File: src/rtl/polynomial_coefficient_engine_defines.svh
// Assertion macros shared by the polynomial coefficient engine RTL.
// Depends on a clock named clk and an active-high reset named rst in scope.
`ifndef POLYNOMIAL_COEFFICIENT_ENGINE_DEFINES_SVH
`define POLYNOMIAL_COEFFICIENT_ENGINE_DEFINES_SVH

// Same-cycle implication, disabled during reset.
`define PCE_ASSERT_IMP(lbl, ant, con, msg) \
  lbl: assert property (@(posedge clk) disable iff (rst) (ant) |-> (con)) else $error(msg);

// Next-cycle implication, disabled during reset.
`define PCE_ASSERT_NXT(lbl, ant, con, msg) \
  lbl: assert property (@(posedge clk) disable iff (rst) (ant) |=> (con)) else $error(msg);

`endif

File: src/rtl/pce_ram.sv
// Generic single-port synchronous RAM with registered read data.
// No dependencies.
module pce_ram #(
  parameter int WIDTH = 32,
  parameter int DEPTH = 16
) (
  input  logic                     clk,
  input  logic [$clog2(DEPTH)-1:0] addr,
  input  logic                     we,
  input  logic [WIDTH-1:0]         wdata,
  output logic [WIDTH-1:0]         rdata
);

  logic [WIDTH-1:0] mem [DEPTH];

  // Write when enabled, otherwise read into the output register.
  always_ff @(posedge clk) begin
    if (we) begin
      mem[addr] <= wdata;
    end else begin
      rdata <= mem[addr];
    end
  end

endmodule

File: config.mk
export PLATFORM = sky130hd
export DESIGN_NAME = pce_ram
export DESIGN_NICKNAME = d
export VERILOG_FILES = /design/src/rtl/polynomial_coefficient_engine_defines.svh /design/src/rtl/pce_ram.sv
export SDC_FILE = /design/constraint.sdc
export NUM_CORES = 1
export LEC_CHECK = 0
export BUFFER_PORTS_ARGS = -buffer_cell sky130_fd_sc_hd__clkbuf_2
export CORE_UTILIZATION = 58
export CTS_BUF_LIST = sky130_fd_sc_hd__clkbuf_4 sky130_fd_sc_hd__clkbuf_8
export CTS_CLUSTER_DIAMETER = 120
export DETAILED_ROUTE_END_ITERATION = 6
export PLACE_DENSITY = 0.77
export SYNTH_ARGS = -nofsm -noshare
export SYNTH_HDL_FRONTEND = slang
export SYNTH_SLANG_ARGS = --single-unit
File: constraint.sdc
create_clock -name clk -period 4 [get_ports clk]
set_input_delay 0.6 -clock clk [delete_from_list [all_inputs] [get_ports clk]]
set_output_delay 0.6 -clock clk [all_outputs]
set_load 0.02 [all_outputs]
Yosys cells after proc, flatten, opt, wreduce, memory -nomap -nowiden

Memory sizes are Yosys's and may differ from the RTL's. A register that Yosys moved wholly into a read port is not among the register bits.
Index checks and enable logic that the tools add are counted.

Logic and storage cells: 4
Input port bits: 38
Register bits after elaboration: 0
RAM bits: 512
Output and inout bits: 32
Memories kept: 1

Reduce and logical (&&, ||, !) cells: 1
Multiplexer cells: 2

Memory list:

| name | depth | bits a word | read ports | clocked after memory_dff | write ports | RTL line      | source |
|---|---|---|---|---|---|---|---|
| mem  | 16    | 32          | 1          | 1                        | 1           | pce_ram.sv:14 | `logic [WIDTH-1:0] mem [DEPTH];` |

Operators by type and width:

| operator          | number |
|---|---|
| 1-bit two-way mux | 2 |
| 1-bit logical NOT | 1 |

Depth between registers and ports, before layout

Depth in word-level cells: 2
Gate-level depth with buffers: 6
Mapped depth without buffers: 3

Least setup slack after synthesis

No wires, ideal clock.

Path kind: input -> register
From: input port we
To: memory mem[0][0] (enable)
Arrival: 3.696 ns
Stages on the path: 3
Setup time: 0.461 ns
Setup slack: -0.157 ns
Required time: 3.539 ns
Buffers on the path: 0
Cells stage by stage: inv_1 or3_1 nor3_1

Word-level cells in the longest chain between the ends: 2

RTL lines:

| what                                    | RTL line      | source |
|---|---|---|
| from (decl)                             | pce_ram.sv:9  | `input logic we,` |
| 1-bit two-way mux                       | pce_ram.sv:18 | `if (we) begin` |
| 1-bit two-way mux (implied by the code) | pce_ram.sv:19 | `mem[addr] <= wdata;` |
| to (decl)                               | pce_ram.sv:14 |  |

Every way passes these cells.

Worst setup path after layout

From: input port we
To: memory mem[0][6] (enable)

Same word-level chain as after synthesis.

==> summary.txt <==
STA
  • Fin. Hold Viols: 0
  • RSZ-0062 raised after global routing: false
  • WHS: 0.388 ns
  • Fin worst setup slack: 1.70 ns
  • # setup viols final: 0
  • Period Utilization, post-route: 57.4%
  • Max-slew headroom: 34.6%
  • Clk_skew: 0.0335 ns
  • Final Max Tran Viols: 0
  • Fmax: 435 MHz
  • Tmin final: 2.30 ns
  • Total negative setup slack: 0 ns
  • Actual slew at the worst max-slew pin: 0.981 ns

Job
  • Max_cap viols: 0

Synthesis
  • Synth Instances: 841
  • Synth top area cells: edfxtp_1, mux4_2, a22oi_1, nand2_1, clkbuf_1
  • Number of synthesis warnings: 0
  • Synthesized area per cell: 24.0 um2
  • #FFs+latches synth: 544
  • Asr flop ratio synth: 0%
  • Primary FF master, synth: edfxtp_1
  • Most common cell in the synthesized netlist: edfxtp_1
  • Post-Syn Area: 0.0202 mm2
  • Cell taking the most area after synthesis: edfxtp_1
  • Synth top cells by count: edfxtp_1, mux4_2, a22oi_1, nand2_1, clkbuf_1
  • Syn Nets: 879
  • Share of the synthesized area in the top cell type: 80.9%
  • Distinct cells, synth: 17
  • Seq/Total Area, Yosys: 80.9%
  • Number of flops mapped to enable cells by yosys: 544

Critical path
  • Crit path largest cell delay: 0.64 ns
  • WP data required: 4.26 ns
  • CP max-delay cell: or3_1
  • CP Launch Type: primary input
  • Crit-path max FO: 33
  • Worst Path Buf+Inv: 3
  • CP Capture Type: flip-flop
  • Reg2Reg Depth: 3
  • CP Cell Sequence: clkbuf_2 > inv_2 > or3_1 > nor3_4 > buf_4
  • Critical path's top delay family: simple AND/OR/NAND/NOR gates
  • Crit path DAT: 2.55 ns
  • Critical Path Stages: 5
  • CP Class: primary input to flip-flop

Clock network
  • Root Driver: clkbuf_8
  • Number of CTS-inserted buffers: 83
  • Hold buffers post-CTS: 0
  • CTS Sinks: 544
  • Clock-pin slew on the worst setup and hold paths: 0.07 ns
  • Post-CTS Setup Bufs: 0
  • H-Tree Depth: 3
  • Post-CTS sizing: 0
  • Max Root-Sink Buffers: 3
  • Worst-Skew Late Latency: 0.63 ns
  • CTS tree: built

Floorplanning
  • Ports: 70
  • Die width: 189 um
  • Initial core utilization: 59.6%
  • Row Count: 67
  • Core Footprint: 0.0339 mm2
  • Die ar.: 0.0356 mm2
  • Die span in y: 189 um

Cells and area
  • Nets: 1021
  • Final-layout fill cell count: 2022
  • Register area: 0.0163 mm2
  • Share of cells above drive strength 1: 36.4%
  • Multi-input logic area: 0.00375 mm2
  • Layout area overhead: 14.3%

Routing
  • DR vias/cell: 6.22
  • Routed vias: 9299
  • DRC: 0
  • DR pass1 iterations: 5
  • Routed wire length: 40200 um
  • Drt wl/cell: 26.9 um
  • DR iter-0 viols: 955
  • DRT antenna net count: 0

Min path
  • Hold-critical path depth: 1
  • Hold Crit Class: primary input to flip-flop

GRT
  • First-pass GRT wire length: 59900 um
  • Number of global-route vias before repair: 9803
  • Initial antenna violation count: 1
  • Overall Global Routing Usage: 23.5%
  • Grt ovf: 0
  • Largest net degree at the start of global routing: 69

Power
  • PD cells: 511 mW/mm2
  • P_leak: 7.47 nW
  • Worst vdd ir: 0.404 mV
  • Total power: 0.0118 W

Place
  • I/O Buffers: 69
  • Place WS: 1.07 ns
  • Final RePlAce weighted congestion: 0.746
  • Detailed placement HPWL: 21700 um

Outcome
  • Status: complete, no violations
[power by group]
group	internal, W	switching, W	total [W]
sequential	0.00643	0.0000373	0.00646
clock	0.00268	0.00207	0.00475
combinational	0.000221	0.000355	0.000576
total	0.00933	0.00246	0.0118
[logic make-up after synthesis]
kind of cell    Yosys count  share of synthesized area (%)
compound gates           64                           2.38
buf+inv                  46                           1.17
flops                   544                           80.9
mux                     128                           14.3
simple gates             59                           1.24
[worst paths after layout]
kind,from,end,slack [ns]
worst min-delay path,wdata[2],mem[14][2],0.39
worst max register to register,mem[3][21],rdata[21],2.36
worst max-delay path,we,mem[0][6],1.70
worst min register to register,mem[15][31],rdata[31],0.72
[layer usage]
layer,global-route usage [%],share of wire (%),vias up
met4,8.53,2.3,0
met5,0,0,-
met3,4.84,7.6,83
met1,32.2,39,4890
li1,-,-,3910
met2,37.9,51,416
[through the flow]
stage	area (um2)	cells	util (%)
final	23100	1496	68.1
after CTS	23100	1495	68.1
after floorplan	20200	841	-
after global routing	23100	1496	68.1
after detailed placement	21300	1346	63.0
after global placement	21300	1346	63.0
[sequential cells by signal, indices dropped and copies added (netlist names)]
signal	flops
rdata	32
mem	512
[worst reg2reg max path, delay by kind of cell (launching register included)]
kind | cells | cell delay [ns]
AND/OR/NAND/NOR | 1 | 0.10
flip-flops | 1 | 0.36
multiplexers | 1 | 0.47
AO/OA/AOI/OAI | 1 | 0.45
[placed cells by master (no fill, tap or decap), types with 6 or more instances in the layout]
cell type and instances:
a22oi_1 64, nand2_1 33, clkinv_2 9, clkinv_1 19
buf_12 6, edfxtp_1 544, clkbuf_8 84, bufinv_16 8
buf_4 27, clkbuf_4 22, nor2_4 13, mux4_2 128
clkbuf_2 67
[layout make-up]
cell class                      count  area share (%)
Multi-Input combinational cell    251            16.3
Tap cell                          448            2.43
Sequential cell                   544            70.8
Clock buffer                      105            5.67
Inverter                            1          0.0163
Clock inverter                     44            1.88
Antenna cell                        1          0.0108
Timing Repair Buffer              102            2.96
No activity file was read; power rests on OpenSTA's default activity.
