===== src/rtl/polynomial_coefficient_engine_defines.svh =====
// Assertion macros shared by the polynomial coefficient engine RTL.
// Depends on a clock named clk and an active-high reset named rst in scope.
`ifndef POLYNOMIAL_COEFFICIENT_ENGINE_DEFINES_SVH
`define POLYNOMIAL_COEFFICIENT_ENGINE_DEFINES_SVH

// Same-cycle implication, disabled during reset.
`define PCE_ASSERT_IMP(lbl, ant, con, msg) \
  lbl: assert property (@(posedge clk) disable iff (rst) (ant) |-> (con)) else $error(msg);

// Next-cycle implication, disabled during reset.
`define PCE_ASSERT_NXT(lbl, ant, con, msg) \
  lbl: assert property (@(posedge clk) disable iff (rst) (ant) |=> (con)) else $error(msg);

`endif


===== src/rtl/pce_pkg.sv =====
// Package for the polynomial coefficient engine: word types, command codes,
// and the saturating fixed-point helpers. No dependencies.
package pce_pkg;

  localparam int MAX_TERMS_DEF = 16;
  localparam int ROW_W = 33;

  localparam logic [3:0] CMD_WRITE  = 4'd0;
  localparam logic [3:0] CMD_READ   = 4'd1;
  localparam logic [3:0] CMD_EVAL   = 4'd2;
  localparam logic [3:0] CMD_ADDC   = 4'd3;
  localparam logic [3:0] CMD_SCALE  = 4'd4;
  localparam logic [3:0] CMD_SCALEX = 4'd5;
  localparam logic [3:0] CMD_SHIFT  = 4'd6;
  localparam logic [3:0] CMD_SHINC  = 4'd7;
  localparam logic [3:0] CMD_ADDSUB = 4'd8;

  localparam logic signed [31:0] Q_ONE = 32'sh0001_0000;
  localparam logic signed [31:0] Q_MAX = 32'sh7fff_ffff;
  localparam logic signed [31:0] Q_MIN = 32'sh8000_0000;
  localparam logic [ROW_W-1:0] ROW_CAP = 33'h1_0000_0000;

  typedef struct packed {
    logic [3:0]         cmd;
    logic [3:0]         index;
    logic               subtract;
    logic signed [31:0] value;
  } cmd_word_t;

  typedef struct packed {
    logic signed [31:0] result_value;
    logic [4:0]         term_count;
    logic               overflow;
  } rsp_word_t;

  typedef struct packed {
    logic               sat;
    logic signed [31:0] val;
  } sat_t;

  // Clamp a wide signed value to 32 bits.
  function automatic sat_t sat_wide(input logic signed [66:0] v);
    sat_t r;
    r.sat = 1'b0;
    r.val = v[31:0];
    if (v > 67'sh7fff_ffff) begin
      r.sat = 1'b1;
      r.val = Q_MAX;
    end else if (v < -67'sh8000_0000) begin
      r.sat = 1'b1;
      r.val = Q_MIN;
    end
    return r;
  endfunction

  // Exact sum of a coefficient and a 33-bit operand, then clamped.
  function automatic sat_t sat_add(input logic signed [31:0] a, input logic signed [32:0] b);
    logic signed [66:0] s;
    s = 67'(a) + 67'(b);
    return sat_wide(s);
  endfunction

  // Binomial row update; values at or above 2^32 are held at the cap.
  function automatic logic [ROW_W-1:0] row_add(input logic [ROW_W-1:0] a,
                                                input logic [ROW_W-1:0] b);
    logic [ROW_W:0] s;
    s = {1'b0, a} + {1'b0, b};
    if (s >= {1'b0, ROW_CAP}) return ROW_CAP;
    return s[ROW_W-1:0];
  endfunction

endpackage


===== src/rtl/pce_mul.sv =====
// Shared multiplier: registered 33x33 product, then Q16.16 rounding or a
// plain integer clamp. Depends on pce_pkg.
module pce_mul (
  input  logic               clk,
  input  logic signed [32:0] a,
  input  logic signed [32:0] b,
  input  logic               q_mode,
  output pce_pkg::sat_t      res
);

  logic signed [65:0] prod;
  logic               mode;
  logic signed [66:0] rnd;

  // Product register; the result follows in the cycle after the operands.
  always_ff @(posedge clk) begin
    prod <= a * b;
    mode <= q_mode;
  end

  // In Q16.16 mode, round to nearest with ties upward; in either mode, clamp.
  always_comb begin
    rnd = (67'(prod) + 67'sd32768) >>> 16;
    if (mode) begin
      res = pce_pkg::sat_wide(rnd);
    end else begin
      res = pce_pkg::sat_wide(67'(prod));
    end
  end

endmodule


===== config.mk =====
export PLATFORM = sky130hd
export DESIGN_NAME = pce_mul
export DESIGN_NICKNAME = d
export VERILOG_FILES = /design/src/rtl/polynomial_coefficient_engine_defines.svh /design/src/rtl/pce_pkg.sv /design/src/rtl/pce_mul.sv
export SDC_FILE = /design/constraint.sdc
export NUM_CORES = 2
export LEC_CHECK = 0
export ABC_AREA = 1
export BUFFER_PORTS_ARGS = -buffer_cell sky130_fd_sc_hd__buf_2
export CORE_MARGIN = 2
export CORE_UTILIZATION = 55
export CTS_BUF_LIST = sky130_fd_sc_hd__clkbuf_8
export DETAILED_ROUTE_END_ITERATION = 7
export HOLD_SLACK_MARGIN = 0.03
export PLACE_DENSITY = 0.77
export SLEW_MARGIN = 0
export SYNTH_ARGS = -nofsm -noshare
export SYNTH_HDL_FRONTEND = slang
export SYNTH_SLANG_ARGS = --single-unit

===== constraint.sdc =====
create_clock -name clk -period 18.38 [get_ports clk]
set_clock_uncertainty 0.15 [all_clocks]
set_input_delay 3.676 -clock clk [delete_from_list [all_inputs] [get_ports clk]]
set_output_delay 3.676 -clock clk [all_outputs]
set_load 0.005 [all_outputs]

* Word level (Yosys, flattened, before mapping)
Index checks and enable logic that the tools add are counted.
** Word-level totals
- Flip-flop bits (word level) :: 67
- Bits of input ports :: 68
- Output and inout port bits :: 33
** Operators by class
- Add/sub/neg operators :: 1
- Multipliers :: 1
- $lt $le $gt $ge :: 4
- Muxes and demuxes :: 5
** Operator list (number)
- $mux 33 :: 5
- $add 66x17->67 const B :: 1
- $gt 66x32->1 const B :: 1
- $lt 66x32->1 const B :: 1
- $mul 33x33->66 :: 1
- $gt 51x32->1 const B :: 1
- $lt 51x32->1 const B :: 1

* Longest topological paths before layout
- Depth after elaboration :: 5
- Gate-level depth with buffers :: 34

* Worst setup path after synthesis
OpenSTA, ideal clock, no wires.
- Path kind :: input-to-reg
- From :: input a[32]
- To :: register prod[61]
- Library setup time :: 0.120 ns
- Arrival :: 10.757 ns
- Setup slack :: 7.353 ns
- Cell stages on the path :: 24
- Path buffers :: 2
- Path through :: clkbuf_1 -> clkbuf_1 -> nand2_1 -> inv_1 -> fa_1 -> fa_1 -> fa_1 -> inv_1 -> fa_1 -> inv_1 -> fa_1 -> fa_1 -> fa_1 -> inv_1 -> fa_1 -> inv_1 -> ha_1 -> a21oi_1 -> inv_1 -> a31oi_1 -> o21ai_0 -> a221oi_1 -> nand3_1 -> xor2_1
** On the way
- Longest elaborated chain between the ends :: 1
** Ends and longest elaborated chain
- start: declaration :: line pce_mul.sv:5 : input logic signed [32:0] a,
- $mul 33x33->66 :: line pce_mul.sv:17 : prod <= a * b;
- end signal: assignment :: line pce_mul.sv:17
- end: declaration :: line pce_mul.sv:11 : logic signed [65:0] prod;
No other way between the ends.

* Final worst setup path
- From :: input a[32]
- To :: register prod[59]
Same word-level chain as after synthesis.

==> results.tsv <==
metric	value	unit
synth_seq_cells	67	
yosysSeqAreaShare	2.992	%
worstPathMaxFanout	33	
diodes	0	
clk_pin_slew_worst_paths	80	ps
hold_class	in2reg	
use_met1	37.74	%
numClockSinks	67	
slew_headroom	20.89	%
synthSimpleGateAreaFrac	16.58	%
drtAntennaViolNets	0	
synthXorXnorAreaFrac	2.032	%
synthCells	5836	
async_flop_share	0	%
cts_tree	yes	
yosysUniqueCellTypes	43	
slowest_stage	fa_1	
n_fill_cell	7330	
synth_compound_area_share	2.760	%
routedWlPerCell	17.88	um
endpoint_kind	register	
synthMuxAreaShare	0	%
worst_ep_required_time	18470	ps
vias_per_cell	5.232	
drive_gt1_share	2.952	%
fmaxAchievable	84.79	MHz
yosys-top-cells-count	inv_1 (1904), nand2_1 (1510), fa_1 (1145)	
busiest_layer	met2	
grt_pass1_wl	201000	um
synth_area_leaders	fa_1 (51%), inv_1 (16%), nand2_1 (13%)	
syn_to_final_growth	2.453	%
vias	35320	
synthAdderAreaFrac	57.21	%
drt_pass1_iterations	6	
fin_nets	7118	
rows	104	
pre_cts_slack	6265	ps
worst_pin_slew	1183	ps
htree_levels	3	
gp_congestion	0.9909	
cts_resized	0	
avgSynthCellArea	7.682	sq um
drt_wl_total	120700	um
yosysWarnings	0	
cpPeakStageDelay	1030	ps
final_area	45930	sq um
die-area	83810	sq um
fin_crit_sh	64.17	%
finalWorstSetupSlack	6586	ps
io_buffer_count	100	
drtIter0Drc	2866	
path_depth	22	
die_y	289.5	um
cp_data_arrival_time	11880	ps
ios	101	
grt_pass1_vias	38880	
clk_path_buf_depth	2	
grt_use_total	30.67	%
cap_viol_max_count	0	
cts_setup_buffers	0	
cts_hold_buf	0	
met2_usage	53.35	%
synth_top_family_by_area	adder cells	
crit_start	a[32]	
cp_cell_sequence	buf_2, nand2_1, inv_1, fa_1, fa_1, fa_1, inv_1, fa_1, inv_1, fa_1, fa_1, fa_1, inv_1, fa_1, inv_1, ha_1, a21o_1, a31oi_1, nand2_1, a221oi_1, o211ai_1, xor2_1	
final_hold_viol_count	0	
status	finished clean	
synth_most_common_cell	inv_1	
die_w	289.5	um
ys.flop_type	dfxtp_1	
critPathMostFrequentCell	fa_1	
start_util	55.57	%
criticalPathCategory	in2reg	
grt.overflow.total	0	
slew_violations	0	
setup_viol	0	
synth_top_area_share	51.13	%
synth-edff-count	0	
synth_top_cell_by_area	fa_1	
period_minus_slack	11790	ps
syn_area	44830	sq um
start_kind	input pin	
cts-root-buf	clkbuf_8	
dp_hpwl	99460	um
dpl_cell_area	45720	sq um
rsz0062_at_grt	no	
drc	0	
critPathBufInv	6	
synth_nets	7267	
critical-path-top-delay-family	adder cells	
worstSetupEndpoint	prod[59]	
antenna_found_initial	1	
numCtsBuffers	9	
grt_max_degree	35	
final.setup.tns	0	ps
grtUsageMet3	3.995	%
core_area	80680	sq um
-- layout by cell type (no fill, tap or decap), types with 5 or more instances in the layout --
| cell | n |
|---|---|
| inv_1 | 1904 |
| nand2_1 | 1510 |
| fa_1 | 1145 |
| nor2_1 | 244 |
| ha_1 | 218 |
| buf_2 | 100 |
| xor2_1 | 83 |
| o21ai_0 | 80 |
| a21oi_1 | 77 |
| dfxtp_1 | 67 |
| nand3_1 | 50 |
| nand4_1 | 32 |
| nor3_1 | 22 |
| buf_4 | 22 |
| xnor2_1 | 21 |
| a21o_1 | 19 |
| o21bai_1 | 12 |
| clkbuf_8 | 10 |
| nand2_2 | 8 |
| a31oi_1 | 7 |
| or2_2 | 6 |
| nor2_4 | 6 |
| a21boi_0 | 5 |
| nor4_1 | 5 |
| nor2_2 | 5 |
-- per-layer routing --
metal  up-vias  share of wire (%)  wire [um]
met2      1646                 49      59500
met5         -                  0          0
met3       439                7.8       9374
met1     17550                 37      44770
met4         0                5.9       7085
li1      15680                  -          -
-- worst min path at each step --
stage                     cells after the start    to   start  slack (ps)
after floorplan                               0  mode  q_mode        3550
after global placement                        1  mode  q_mode        3630
after detailed placement                      1  mode  q_mode        3630
after CTS                                     1  mode  q_mode        3240
after global routing                          1  mode  q_mode        3240
final                                         1  mode  q_mode        3260
-- metrics by stage --
step           utilization (%)  hold WS, ps  instances
3_3_place_gp             56.67         3629       6736
3_5_place_dp             56.67         3630       6736
4_1_cts                  56.93         3240       6751
2_1_floorplan                -         3554       5836
6_report                 56.93         3257       6751
5_1_grt                  56.93         3245       6751
-- logic make-up (layout without fill, tap and decap cells) --
group | Yosys count | in the layout
compound gates | 218 | 218
simple gates | 1896 | 1896
xor+xnor | 104 | 104
buf+inv | 2188 | 2043
flops | 67 | 67
fa+ha+maj | 1363 | 1363
-- layout make-up --
class	instances	area, sq um	share of cell area (%)
clock buffers	10	137.6	0.2996
clock inverters	5	77.57	0.1689
inverters	1906	7154	15.58
multi-input cells	3581	35230	76.70
flip-flops and latches	67	1341	2.920
well taps	1060	1326	2.887
repair buffers	122	665.6	1.449
-- sequential cells by signal, summed over array words and instances (netlist names) --
| register | cells |
|---|---|
| mode | 1 |
| prod | 66 |
Power is left out: the tool's default activity adds up to more than one toggle a clock period on the data nets, which glitch-free logic cannot reach.
